$ cat src/rtl/multi_voice_sample_mixer_core_macros.svh
// Assertion macros for the sample mixer core.
// Used by the back end; expects clk_i and rst_ni in scope.
`ifndef MULTI_VOICE_SAMPLE_MIXER_CORE_MACROS_SVH
`define MULTI_VOICE_SAMPLE_MIXER_CORE_MACROS_SVH

// Same-cycle implication.
`define MVSM_ASSERT_NOW(name, pre, post) \
  name: assert property (@(posedge clk_i) disable iff (!rst_ni) (pre) |-> (post)) \
    else $error("mixer assertion failed");

// Next-cycle implication.
`define MVSM_ASSERT_NEXT(name, pre, post) \
  name: assert property (@(posedge clk_i) disable iff (!rst_ni) (pre) |=> (post)) \
    else $error("mixer assertion failed");

`endif

$ cat src/rtl/mvsm_pkg.sv
// Shared types and codes for the sample mixer core.
// No dependencies.
`timescale 1ns / 1ps

package mvsm_pkg;

  typedef enum logic [2:0] {
    OP_LOAD     = 3'd0,
    OP_START    = 3'd1,
    OP_STOP     = 3'd2,
    OP_STOP_ALL = 3'd3,
    OP_MIX      = 3'd4
  } op_e;

  typedef enum logic [1:0] {
    STAT_OK        = 2'd0,
    STAT_FULL      = 2'd1,
    STAT_NOT_FOUND = 2'd2
  } status_e;

  typedef enum logic [1:0] {
    CS_IDLE,
    CS_SCAN,
    CS_DRAIN,
    CS_DONE
  } ctl_state_e;

  typedef struct packed {
    logic [2:0]  op;
    logic [15:0] addr;
    logic [15:0] value;
    logic [16:0] length;
    logic [15:0] gain_l;
    logic [15:0] gain_r;
    logic [23:0] step;
    logic [15:0] handle;
  } cmd_t;

  typedef struct packed {
    logic [15:0] base;
    logic [16:0] len;
    logic [32:0] pos;
    logic [23:0] step;
    logic [15:0] gain_l;
    logic [15:0] gain_r;
    logic [15:0] id;
  } voice_t;

  typedef struct packed {
    logic [15:0] left;
    logic [15:0] right;
    logic [15:0] handle;
    logic [1:0]  status;
  } res_t;

endpackage

$ cat src/rtl/mvsm_fifo.sv
// Two-entry command queue between front and back.
// Depends on mvsm_pkg.
`timescale 1ns / 1ps

module mvsm_fifo (
  input  logic           clk_i,
  input  logic           rst_ni,
  input  logic           push_i,
  input  mvsm_pkg::cmd_t cmd_i,
  output logic           full_o,
  input  logic           pop_i,
  output mvsm_pkg::cmd_t cmd_o,
  output logic           empty_o
);

  mvsm_pkg::cmd_t slot_q [2];
  logic           wptr_q, wptr_d, rptr_q, rptr_d;
  logic [1:0]     cnt_q, cnt_d;

  assign full_o  = cnt_q == 2'd2;
  assign empty_o = cnt_q == 2'd0;
  assign cmd_o   = slot_q[rptr_q];

  always_comb begin
    wptr_d = push_i ? ~wptr_q : wptr_q;
    rptr_d = pop_i ? ~rptr_q : rptr_q;
    cnt_d  = cnt_q + 2'(push_i) - 2'(pop_i);
  end

  always_ff @(posedge clk_i or negedge rst_ni) begin
    if (!rst_ni) begin
      wptr_q <= 1'b0;
      rptr_q <= 1'b0;
      cnt_q  <= 2'd0;
    end else begin
      wptr_q <= wptr_d;
      rptr_q <= rptr_d;
      cnt_q  <= cnt_d;
    end
  end

  always_ff @(posedge clk_i) begin
    if (push_i) begin
      slot_q[wptr_q] <= cmd_i;
    end
  end

endmodule

$ cat config.mk
export PLATFORM = sky130hd
export DESIGN_NAME = mvsm_fifo
export DESIGN_NICKNAME = d
export VERILOG_FILES = /design/src/rtl/multi_voice_sample_mixer_core_macros.svh /design/src/rtl/mvsm_pkg.sv /design/src/rtl/mvsm_fifo.sv
export SDC_FILE = /design/constraint.sdc
export NUM_CORES = 1
export LEC_CHECK = 0
export BUFFER_PORTS_ARGS = -buffer_cell sky130_fd_sc_hd__buf_4
export CORE_AREA = 2 2 148 150
export CTS_BUF_LIST = sky130_fd_sc_hd__clkbuf_8
export DETAILED_ROUTE_END_ITERATION = 7
export DIE_AREA = 0 0 150 152
export PLACE_DENSITY = 0.76
export SLEW_MARGIN = 15
export SYNTH_ARGS = -nofsm -noshare
export SYNTH_HDL_FRONTEND = slang
export SYNTH_SLANG_ARGS = --single-unit
$ cat constraint.sdc
create_clock -name clk_i -period 7.3 [get_ports clk_i]
set_input_delay 0 -clock clk_i [delete_from_list [all_inputs] [get_ports clk_i]]
set_output_delay 0 -clock clk_i [all_outputs]
set_load 0.01 [all_outputs]
# == Word-level counts from Yosys, hierarchy flattened ==
# Memories as Yosys holds them, arrays and structs flattened.
# Index checks and enable logic that the tools add are counted.
# op_classes
n_addsub,2
eq_ne,1
muxes,2
bitwise,2
n_reduce_logical,1
# ops
cell,n
adder 2 x 1 -> 2 bit,1
"== test 2 bit, second input constant",1
zero test 2 bit,1
2-to-1 mux 1 bit,2
inverter 1 bit,2
subtractor 2 x 1 -> 2 bit,1
# totals
regBits,4
mem_bits_rw,248
inputBits,128
output_inout_bits,126
wordCells,12
memories,1
# memory_table
memory,words,word_bits,read_ports,rd_ports_with_merged_regs,wr,line_no,source
slot_q,2,124,1,0,1,mvsm_fifo.sv:16,mvsm_pkg::cmd_t slot_q [2];

# == Depth between registers and ports, before layout ==
# logic_depth
word_depth,2
depth_mapped,5

# == Worst setup path before layout ==
# Ideal clock, no wire load.
# synth_path
path_type,flip-flop to flip-flop
start,reg wptr_q
end,mem slot_q[0][0] in the netlist's numbering (enable)
t_arrival_ns,5.883
required_ns,6.677
setup_slack_ns,0.794
stages_incl_launch_ff,2
synth_period_minus_slack_ns,6.506
cell_sequence,dfrtp_1 > nor2b_1
# synth_lines
item,line_no,source
"start, declared",mvsm_fifo.sv:17,"logic wptr_q, wptr_d, rptr_q, rptr_d;"
"start signal, assigned",mvsm_fifo.sv:36,wptr_q <= wptr_d;
"end, declared",mvsm_fifo.sv:16,
# No word-level cell before the write port.

==> metrics.md <==
| Metric | Value |
|---|---|
| Inserted Clock Buffers | 41 |
| WL/cell | 17.80 um |
| Multi-input logic area | 0.001683 mm^2 |
| Static Leak | 5.350 nW |
| PostCTS Resize Cnt | 0 |
| Final instance area | 0.01359 mm^2 |
| Synth area leader | edfxtp_1 |
| Die X | 150 um |
| H-tree lvl count | 2 |
| CP endpoint kind | output port |
| Gate Count Post-Synth | 401 |
| Ys Warns | 0 |
| Worst slew margin | 25.36% |
| Post-synthesis sequential area ratio | 80.79% |
| Clock skew | 0.02299 ns |
| Clk buf depth | 3 |
| Arrival time at the worst endpoint | 3.13 ns |
| Final period util | 42.84% |
| Reg clk slew, reported paths | 0.06 ns |
| Post-DP HPWL | 11.48 mm |
| FF+latch count, synth | 252 |
| Port bufs | 253 |
| Vias per inst | 4.732 |
| Drt first pass iters | 6 |
| Setup slack of the critical path after layout | 4.173 ns |
| Die Y | 152 um |
| Core area | 0.02135 mm^2 |
| Critical path startpoint | rptr_q |
| R2r setup slk | 4.89 ns |
| CP Class | flip-flop to output port |
| Number of remaining DRC errors | 0 |
| Status | finished clean |
| Clk root buf | clkbuf_8 |
| Via count | 5,333 |
| Tightest Hold Check Type | input port to flip-flop |
| Post-Syn Nets | 531 |
| Post-CTS Repair Setup Buffers | 0 |
| R2r startpoint | wptr_q |
| Required time of the worst setup path | 7.30 ns |
| Routed Antenna Nets | 0 |
| Setup crit start kind | flip-flop |
| Crit-path max FO | 64 |
| Gr usage total | 16.87% |
| Netlist cell types | 13 |
| Worst setup path end | cmd_o[47] |
| Pin count of the biggest net entering global routing | 67 |
| Commonest non-fill, non-tap cell in the layout | buf_4 |
| DRT Wirelength | 20.06 mm |
| Setup TNS Final | 0 ns |
| First-pass GRT wire length | 29.90 mm |
| RSZ-0062 raised after global routing | false |
| Register Area | 0.007551 mm^2 |
| CTS tree | yes |
| Grt total ovfl | 0 |
| Detailed Route Iter0 Violations | 194 |
| Syn-to-layout area delta | 45.43% |
| Final nets | 945 |
| Final Power | 4.744 mW |
| Worst flop-to-flop path endpoint | slot_q[1][98] |
| MaxCap Viol Count | 0 |
| Initial antenna violation count | 1 |
| CTS sink count | 252 |
| Clk Latency, worst-skew pair | 0.52 ns |
| Synth Area per Inst | 23.30 um^2 |
| Slew @ Worst Pin | 1.120 ns |
| Minimum clock period | 3.127 ns |
| Initial Util | 43.75% |
| Final hold vios | 0 |
| Most frequent cells in the layout | 257 x buf_4, 248 x edfxtp_1, 128 x dlygate4sd3_1 |
| Post-synth top area share | 79.72% |
| Worst reg-to-reg path cell count | 2 |
| I/O pin count | 254 |
| Vias in the first global route | 5,824 |
| Placer Congestion | 0.7526 |
| Rows | 54 |
| Placed Area | 0.01152 mm^2 |
| Area contributors post-synth | edfxtp_1 80%, mux2_2 8.9%, mux2_4 8.0% |
| Pwr/cell area | 349.2 mW/mm^2 |
| Share of cells above drive strength 1 | 51.30% |
| Fillers | 1,466 |
| Worst vdd ir | 0.4273 mV |
| Final Max Tran Viols | 0 |
| Final setup fails | 0 |
| Cell Area, Synth | 0.009341 mm^2 |
| Die area | 0.02280 mm^2 |
| Setup WS pre-CTS | 4.690 ns |
| Fmax | 319.8 MHz |
==> how the worst min path moves through the flow <==
stage | start | end | slack [ns] | cells past startpoint
global placement | rst_ni | cnt_q[0] | -0.20 | 1
global route | cmd_i[9] | slot_q[1][9] | 0.17 | 2
detailed placement | rst_ni | cnt_q[0] | -0.20 | 1
CTS | cmd_i[4] | slot_q[1][4] | 0.16 | 2
finish | cmd_i[35] | slot_q[0][35] | 0.21 | 2
floorplan | rst_ni | cnt_q[0] | -0.30 | 0
==> repair_timing <==
item	in CTS	in global routing
setup endpoints to repair	0	0
hold endpoints to repair	256	0
hold buffers	128	0
==> logic make-up (layout without fill, tap and decap cells) <==
logic type | after synthesis | count (layout) | synth area share, %
xor+xnor | 3 | 3 | 0.4420
fa+ha+maj | 2 | 2 | 0.2678
buf+inv | 16 | 461 | 1.299
flops | 252 | 252 | 80.79
mux | 124 | 124 | 16.96
other cells | 0 | 1 | 0
simple gates | 4 | 4 | 0.2411
==> critical path: stages (launching register included) <==
cell	delay, ns
dfrtp_4	1.00
buf_4	0.95
mux2_2	0.43
buf_4	0.15
==> sequential cells by signal, summed over array words and instances, names as in the netlist <==
| name | flops |
|---|---|
| cnt_q | 2 |
| rptr_q | 1 |
| slot_q | 248 |
| wptr_q | 1 |
==> through the flow <==
step / hold slack (ns) / utilization [%] / std cells
final: 0.2064 / 63.63 / 1127
after global routing: 0.1653 / 63.63 / 1127
after CTS: 0.1634 / 63.62 / 1126
after detailed placement: -0.1979 / 53.96 / 924
after global placement: -0.2016 / 53.96 / 924
after floorplan: -0.2956 / - / 401
==> per-layer routing <==
| metal | wire length (um) | vias up | track usage [%] |
|---|---|---|---|
| li1 | - | 2426 | - |
| met1 | 7781 | 2638 | 19.66 |
| met2 | 10350 | 230 | 29.96 |
| met3 | 1449 | 39 | 4.715 |
| met4 | 479 | 0 | 5.436 |
| met5 | 0 | - | 0 |
==> power by group <==
| part | total [mW] | switching [mW] | leakage [nW] | internal [mW] |
|---|---|---|---|---|
| sequential | 2.07 | 0.141 | 2.37 | 1.93 |
| clock | 1.15 | 0.521 | 0.439 | 0.626 |
| combinational | 1.53 | 0.675 | 2.54 | 0.854 |
==> synth_stat cells (all sizes together) <==
cell type / count
xor3: 1
nor2b: 2
xor2: 2
nor2: 1
dfrtp: 4
inv: 2
edfxtp: 248
ha: 2
and2: 1
buf: 14
mux2: 124
==> area by class of cell <==
class,count,share of cell area [%]
diodes,1,0.01842
clock buffers,44,4.458
clock inverters,30,1.289
well taps,280,2.579
multi-input cells,133,12.39
inverters,2,0.05526
flip-flops and latches,252,55.58
repair buffers,385,23.63
Note: power is estimated with default switching activity, not from simulation.
