`src/rtl/multi_voice_sample_mixer_core_macros.svh`:
```
// Assertion macros for the sample mixer core.
// Used by the back end; expects clk_i and rst_ni in scope.
`ifndef MULTI_VOICE_SAMPLE_MIXER_CORE_MACROS_SVH
`define MULTI_VOICE_SAMPLE_MIXER_CORE_MACROS_SVH

// Same-cycle implication.
`define MVSM_ASSERT_NOW(name, pre, post) \
  name: assert property (@(posedge clk_i) disable iff (!rst_ni) (pre) |-> (post)) \
    else $error("mixer assertion failed");

// Next-cycle implication.
`define MVSM_ASSERT_NEXT(name, pre, post) \
  name: assert property (@(posedge clk_i) disable iff (!rst_ni) (pre) |=> (post)) \
    else $error("mixer assertion failed");

`endif

```
`src/rtl/mvsm_pkg.sv`:
```
// Shared types and codes for the sample mixer core.
// No dependencies.
`timescale 1ns / 1ps

package mvsm_pkg;

  typedef enum logic [2:0] {
    OP_LOAD     = 3'd0,
    OP_START    = 3'd1,
    OP_STOP     = 3'd2,
    OP_STOP_ALL = 3'd3,
    OP_MIX      = 3'd4
  } op_e;

  typedef enum logic [1:0] {
    STAT_OK        = 2'd0,
    STAT_FULL      = 2'd1,
    STAT_NOT_FOUND = 2'd2
  } status_e;

  typedef enum logic [1:0] {
    CS_IDLE,
    CS_SCAN,
    CS_DRAIN,
    CS_DONE
  } ctl_state_e;

  typedef struct packed {
    logic [2:0]  op;
    logic [15:0] addr;
    logic [15:0] value;
    logic [16:0] length;
    logic [15:0] gain_l;
    logic [15:0] gain_r;
    logic [23:0] step;
    logic [15:0] handle;
  } cmd_t;

  typedef struct packed {
    logic [15:0] base;
    logic [16:0] len;
    logic [32:0] pos;
    logic [23:0] step;
    logic [15:0] gain_l;
    logic [15:0] gain_r;
    logic [15:0] id;
  } voice_t;

  typedef struct packed {
    logic [15:0] left;
    logic [15:0] right;
    logic [15:0] handle;
    logic [1:0]  status;
  } res_t;

endpackage

```
`src/rtl/mvsm_front.sv`:
```
// Input stage: registers one word, works out voice gains, pushes commands.
// Depends on mvsm_pkg.
`timescale 1ns / 1ps

module mvsm_front (
  input  logic               clk_i,
  input  logic               rst_ni,
  input  logic               in_valid_i,
  output logic               in_stall_o,
  input  logic [2:0]         op_i,
  input  logic [15:0]        sample_addr_i,
  input  logic [15:0]        sample_value_i,
  input  logic [16:0]        voice_length_i,
  input  logic [15:0]        amplitude_i,
  input  logic signed [15:0] pan_i,
  input  logic [23:0]        step_rate_i,
  input  logic [15:0]        handle_i,
  input  logic               stereo_i,
  output logic               push_o,
  output mvsm_pkg::cmd_t     cmd_o,
  input  logic               full_i
);

  logic               valid_q, valid_d;
  logic [2:0]         op_q;
  logic [15:0]        addr_q, value_q, amp_q, handle_q;
  logic [16:0]        len_q;
  logic signed [15:0] pan_q;
  logic [23:0]        step_q;
  logic               accept;
  logic signed [17:0] wl_s, wr_s;
  logic [32:0]        prod_l, prod_r;

  assign in_stall_o = valid_q && full_i;
  assign accept     = in_valid_i && !in_stall_o;
  assign push_o     = valid_q && !full_i;

  always_comb begin
    valid_d = valid_q;
    if (accept) begin
      valid_d = 1'b1;
    end else if (push_o) begin
      valid_d = 1'b0;
    end
  end

  always_ff @(posedge clk_i or negedge rst_ni) begin
    if (!rst_ni) begin
      valid_q <= 1'b0;
    end else begin
      valid_q <= valid_d;
    end
  end

  always_ff @(posedge clk_i) begin
    if (accept) begin
      op_q     <= op_i;
      addr_q   <= sample_addr_i;
      value_q  <= sample_value_i;
      len_q    <= voice_length_i;
      amp_q    <= amplitude_i;
      pan_q    <= pan_i;
      step_q   <= step_rate_i;
      handle_q <= handle_i;
    end
  end

  assign wl_s   = 18'sd32768 - 18'(pan_q);
  assign wr_s   = 18'sd32768 + 18'(pan_q);
  assign prod_l = 33'(amp_q) * 33'(wl_s[16:0]);
  assign prod_r = 33'(amp_q) * 33'(wr_s[16:0]);

  always_comb begin
    cmd_o.op     = op_q;
    cmd_o.addr   = addr_q;
    cmd_o.value  = value_q;
    cmd_o.length = len_q;
    cmd_o.step   = step_q;
    cmd_o.handle = handle_q;
    if (stereo_i) begin
      cmd_o.gain_l = prod_l[31:16];
      cmd_o.gain_r = prod_r[31:16];
    end else begin
      cmd_o.gain_l = amp_q;
      cmd_o.gain_r = amp_q;
    end
  end

endmodule

```
`config.mk`:
```
export PLATFORM = sky130hd
export DESIGN_NAME = mvsm_front
export DESIGN_NICKNAME = d
export VERILOG_FILES = /design/src/rtl/multi_voice_sample_mixer_core_macros.svh /design/src/rtl/mvsm_pkg.sv /design/src/rtl/mvsm_front.sv
export SDC_FILE = /design/constraint.sdc
export NUM_CORES = 1
export LEC_CHECK = 0
export BUFFER_PORTS_ARGS = -buffer_cell sky130_fd_sc_hd__buf_2
export CAP_MARGIN = 15
export CORE_MARGIN = 2
export CORE_UTILIZATION = 55
export CTS_CLUSTER_SIZE = 30
export DETAILED_ROUTE_END_ITERATION = 10
export HOLD_SLACK_MARGIN = 0.03
export PLACE_DENSITY = 0.83
export SYNTH_ARGS = -nofsm -noshare
export SYNTH_HDL_FRONTEND = slang
export SYNTH_SLANG_ARGS = --single-unit
export TNS_END_PERCENT = 30
```
`constraint.sdc`:
```
create_clock -name clk_i -period 7.9 [get_ports clk_i]
set_clock_uncertainty 0.15 [all_clocks]
set_input_delay 0.79 -clock clk_i [delete_from_list [all_inputs] [get_ports clk_i]]
set_output_delay 0.79 -clock clk_i [all_outputs]
set_load 0.005 [all_outputs]
```
# After elaboration in Yosys (flattened, before gate mapping)
# Cells that the tools add are included.
[totals] input_bits=129 ff_bits=125 out_inout_bits=126 elab_cells=22
[op_classes] add_sub_neg=2 n_mul=2 n_reduce_logical=6 n_mux=3
[ops] cell="multiplier 16 x 17 -> 32 bit" n=2
[ops] cell="two-way mux 32 bit" n=1
[ops] cell="adder 17 x 16 -> 17 bit (first input constant)" n=1
[ops] cell="subtractor 17 x 16 -> 17 bit (first input constant)" n=1
[ops] cell="logical AND 1 bit" n=3
[ops] cell="zero test 1 bit" n=2
[ops] cell="two-way mux 1 bit" n=2
[ops] cell="nonzero test 2 bit" n=1

# Longest topological paths before layout
[logic_depth] depth_word=4 depth_mapped=31 ltp_nobuf=29

# Worst setup path before layout
# OpenSTA, ideal clock, no wires.
[synth_timing] path_kind="reg2out" start="register pan_q[1]" end="output port cmd_o[68] in the netlist's numbering" t_arrival_ns=7.568 t_required_ns=6.960 setup_slack_ns=-0.608 path_buffers=2 stages_incl_launch_ff=29 path_cell_list="edfxtp_1 > clkbuf_1 > inv_1 > ha_1 > nand2b_4 > or4_4 > nor3_4 > nand2b_1 > nor4_1 > xnor2_1 > clkbuf_1 > nand2_1 > fa_1 > fa_1 > inv_1 > fa_1 > fa_1 > fa_1 > inv_1 > fa_1 > inv_1 > ha_1 > and2_1 > and3_1 > and3_1 > a2111oi_2 > nor2b_1 > or3_1 > a31o_2"
[synth_rtl] item="start: declaration" line_no="mvsm_front.sv:28" source="logic signed [15:0] pan_q;"
[synth_rtl] item="start signal: assignment" line_no="mvsm_front.sv:62" source="pan_q <= pan_i;"
[synth_rtl] item="end: declaration" line_no="mvsm_front.sv:20" source="output mvsm_pkg::cmd_t cmd_o,"

==> flow_summary.toml <==
[synth]
syn_area_per_cell_um2 = 9.89
synth_top_cells_by_area = "fa_1, edfxtp_1, ha_1"
synth_edf_count = 124
synth.largest_area_cell = "fa_1"
yosysTopAreaCellShare_pct = 38.1
synth.distinct_cells = 61
yosys_register_bits = 125
yosysMostFrequentCell = "inv_1"
syn_inst = 2119
syn-cell-area_um2 = 21000
synth_commonest_cells = "inv_1, fa_1, nand2_1"
syn_nets = 2847
synthFlopType = "edfxtp_1"
synth_seq_area_share_pct = 17.9
synth-async-reset-ratio_pct = 0.800
yosysWarnings = 0

[timing]
layout_setup_ws_ps = -831
hold_viol = 0
tightest_slew_ps = 1120
setup_viol_count_final = 24
relSlewSlack_pct = 25.0
period_share_pct = 111
finalCriticalPeriod_ps = 8730
rsz0062_at_grt = "yes"
drv_slew = 0
max_freq_mhz = 115

[critical_path]
crit_start = "pan_q[0]"
reg2reg_from = "valid_q"
worstSetupEndpoint = "cmd_o[68]"
crit_path_start_kind = "flop"
slowest_delay_ps = 540
critPathRequiredTime_ps = 6960
critPathCaptureType = "output port"
r2r-end = "value_q[12]"
cp_slowest_cell = "fa_1"
crit_top_cell = "fa_1"
crit_type = "reg2out"
reg2reg_slack_ps = 5070
arrival_ps = 7790
cp_max_fo = 8
ff2ff_path_depth = 4

[die]
dieArea_um2 = 39700
std_cell_rows = 71
die_h_um = 199
core_area_um2 = 37600
num_io_pins = 255
start_util_pct = 55.8
die_x_um = 199

[grt]
grt_usage_pct = 31.7
grt_antenna_before_repair = 7
overflow = 0
grt_pass1_vias = 18211
grt_max_degree = 74
grt_pass1_wl_um = 94600

[hold_path]
min_from = "step_rate_i[11]"
hp-class = "in2reg"

[cts]
clk_pin_slew_ps = 70
cts_tree = "built"
clock_sinks = 125
clk_latency_ps = 430
cts_root_buf = "clkbuf_16"
cts_max_level = 4
cts-buffers-inserted = 17
cts.path.max_buffers = 2

[finish]
drive_gt1_share_pct = 22.9
syn_to_final_growth_pct = 19.3
final_util_pct = 66.5
fin_nets = 3179

[routing]
wirelength_um = 59800
dr.pass1.iters = 5
drc_errors = 0
drt_iter0_markers = 1256
avgViaCountPerCell = 5.51
final_antenna_net_count = 0
vias = 16417
wl_per_cell_um = 20.1

[placed_design]
hpwl_um = 47600
numPortBuffers = 254
gp_routability_congestion = 0.929

[run]
drv_cap = 0

[run_status]
status = "complete, but fails checks"
violations = "setup timing"
-- through the flow --
step	setup TNS, ps	hold slack [ps]	setup slack, ps	instance area [um^2]	cells
6_report	-11560	373	-831	25000	2980
5_1_grt	-18360	363	-1100	25000	2979
4_1_cts	-11530	356	-795	24700	2967
3_5_place_dp	-5640	415	-610	23600	2911
3_3_place_gp	-2660	416	-439	23600	2911
2_1_floorplan	-581	344	-275	21100	2119
-- cell usage in the layout (no fill, tap or decap), types with 18 or more instances in the layout --
cell type  instances
nand2_1          314
a21oi_1           27
nor2b_1           18
fa_1             392
buf_2            254
ha_1             184
and2_1           189
a21o_1            25
nor2_1            26
inv_1            460
buf_4            141
xnor2_1           28
edfxtp_1         124
-- critical path, delay by kind of cell (launching register included) --
kind	cells	cell delay, ps
adders and majority gates	8	3370
buffers and inverters	9	1000
and+or+nand+nor	9	1680
xor gates and xnor gates	1	140
AOI/OAI and AO/OA	4	730
DFF	1	440
-- flip-flops by register name, summed over array words and instances (netlist names) --
name / count
step_q: 24
addr_q: 16
op_q: 3
len_q: 17
value_q: 16
pan_q: 16
valid_q: 1
amp_q: 16
handle_q: 16
-- cells by family after synthesis --
group           after synthesis  synth area share, %
flops                       125                 17.9
buf+inv                     574                 10.3
compound gates              122                 3.95
fa+ha+maj                   599                 50.1
mux                          14                0.741
xor+xnor                     48                 2.01
simple gates                637                 15.0
-- worst min path at each step --
stage / cells after the start / slack [ps] / endpoint
6_report: 1 / 370 / step_q[11]
5_1_grt: 1 / 360 / addr_q[14]
4_1_cts: 1 / 360 / addr_q[14]
3_5_place_dp: 1 / 420 / valid_q
3_3_place_gp: 1 / 420 / valid_q
2_1_floorplan: 0 / 340 / valid_q
-- metal layers --
layer / share of wire (%) / vias up / wire (um) / track usage (%)
met3: 8.1 / 239 / 4830 / 5.77
met1: 35 / 8230 / 20800 / 36.1
met5: 0.050 / - / 30 / 0
met4: 7.3 / 4 / 4370 / 21.6
li1: - / 7080 / - / -
met2: 50 / 864 / 29800 / 54.3
-- final cells by class --
cell class,count,area [um^2]
multi-input cells,1420,15600
repair buffers,416,2620
diodes,5,12.5
well taps,511,639
clock buffers,17,425
inverters,471,1770
flip-flops and latches,125,3750
clock inverters,15,196
fillers,2672,12600
-- repair_timing --
item	CTS	global route
pin swaps	40	25
endpoints found under the hold margin	1	0
hold buffers	1	0
endpoints found under the setup margin	27	31
buffers inserted	23	8
gates resized for setup	69	41
Power is left out: the tool's default activity adds up to more than one toggle a clock period on the data nets, which glitch-free logic cannot reach.
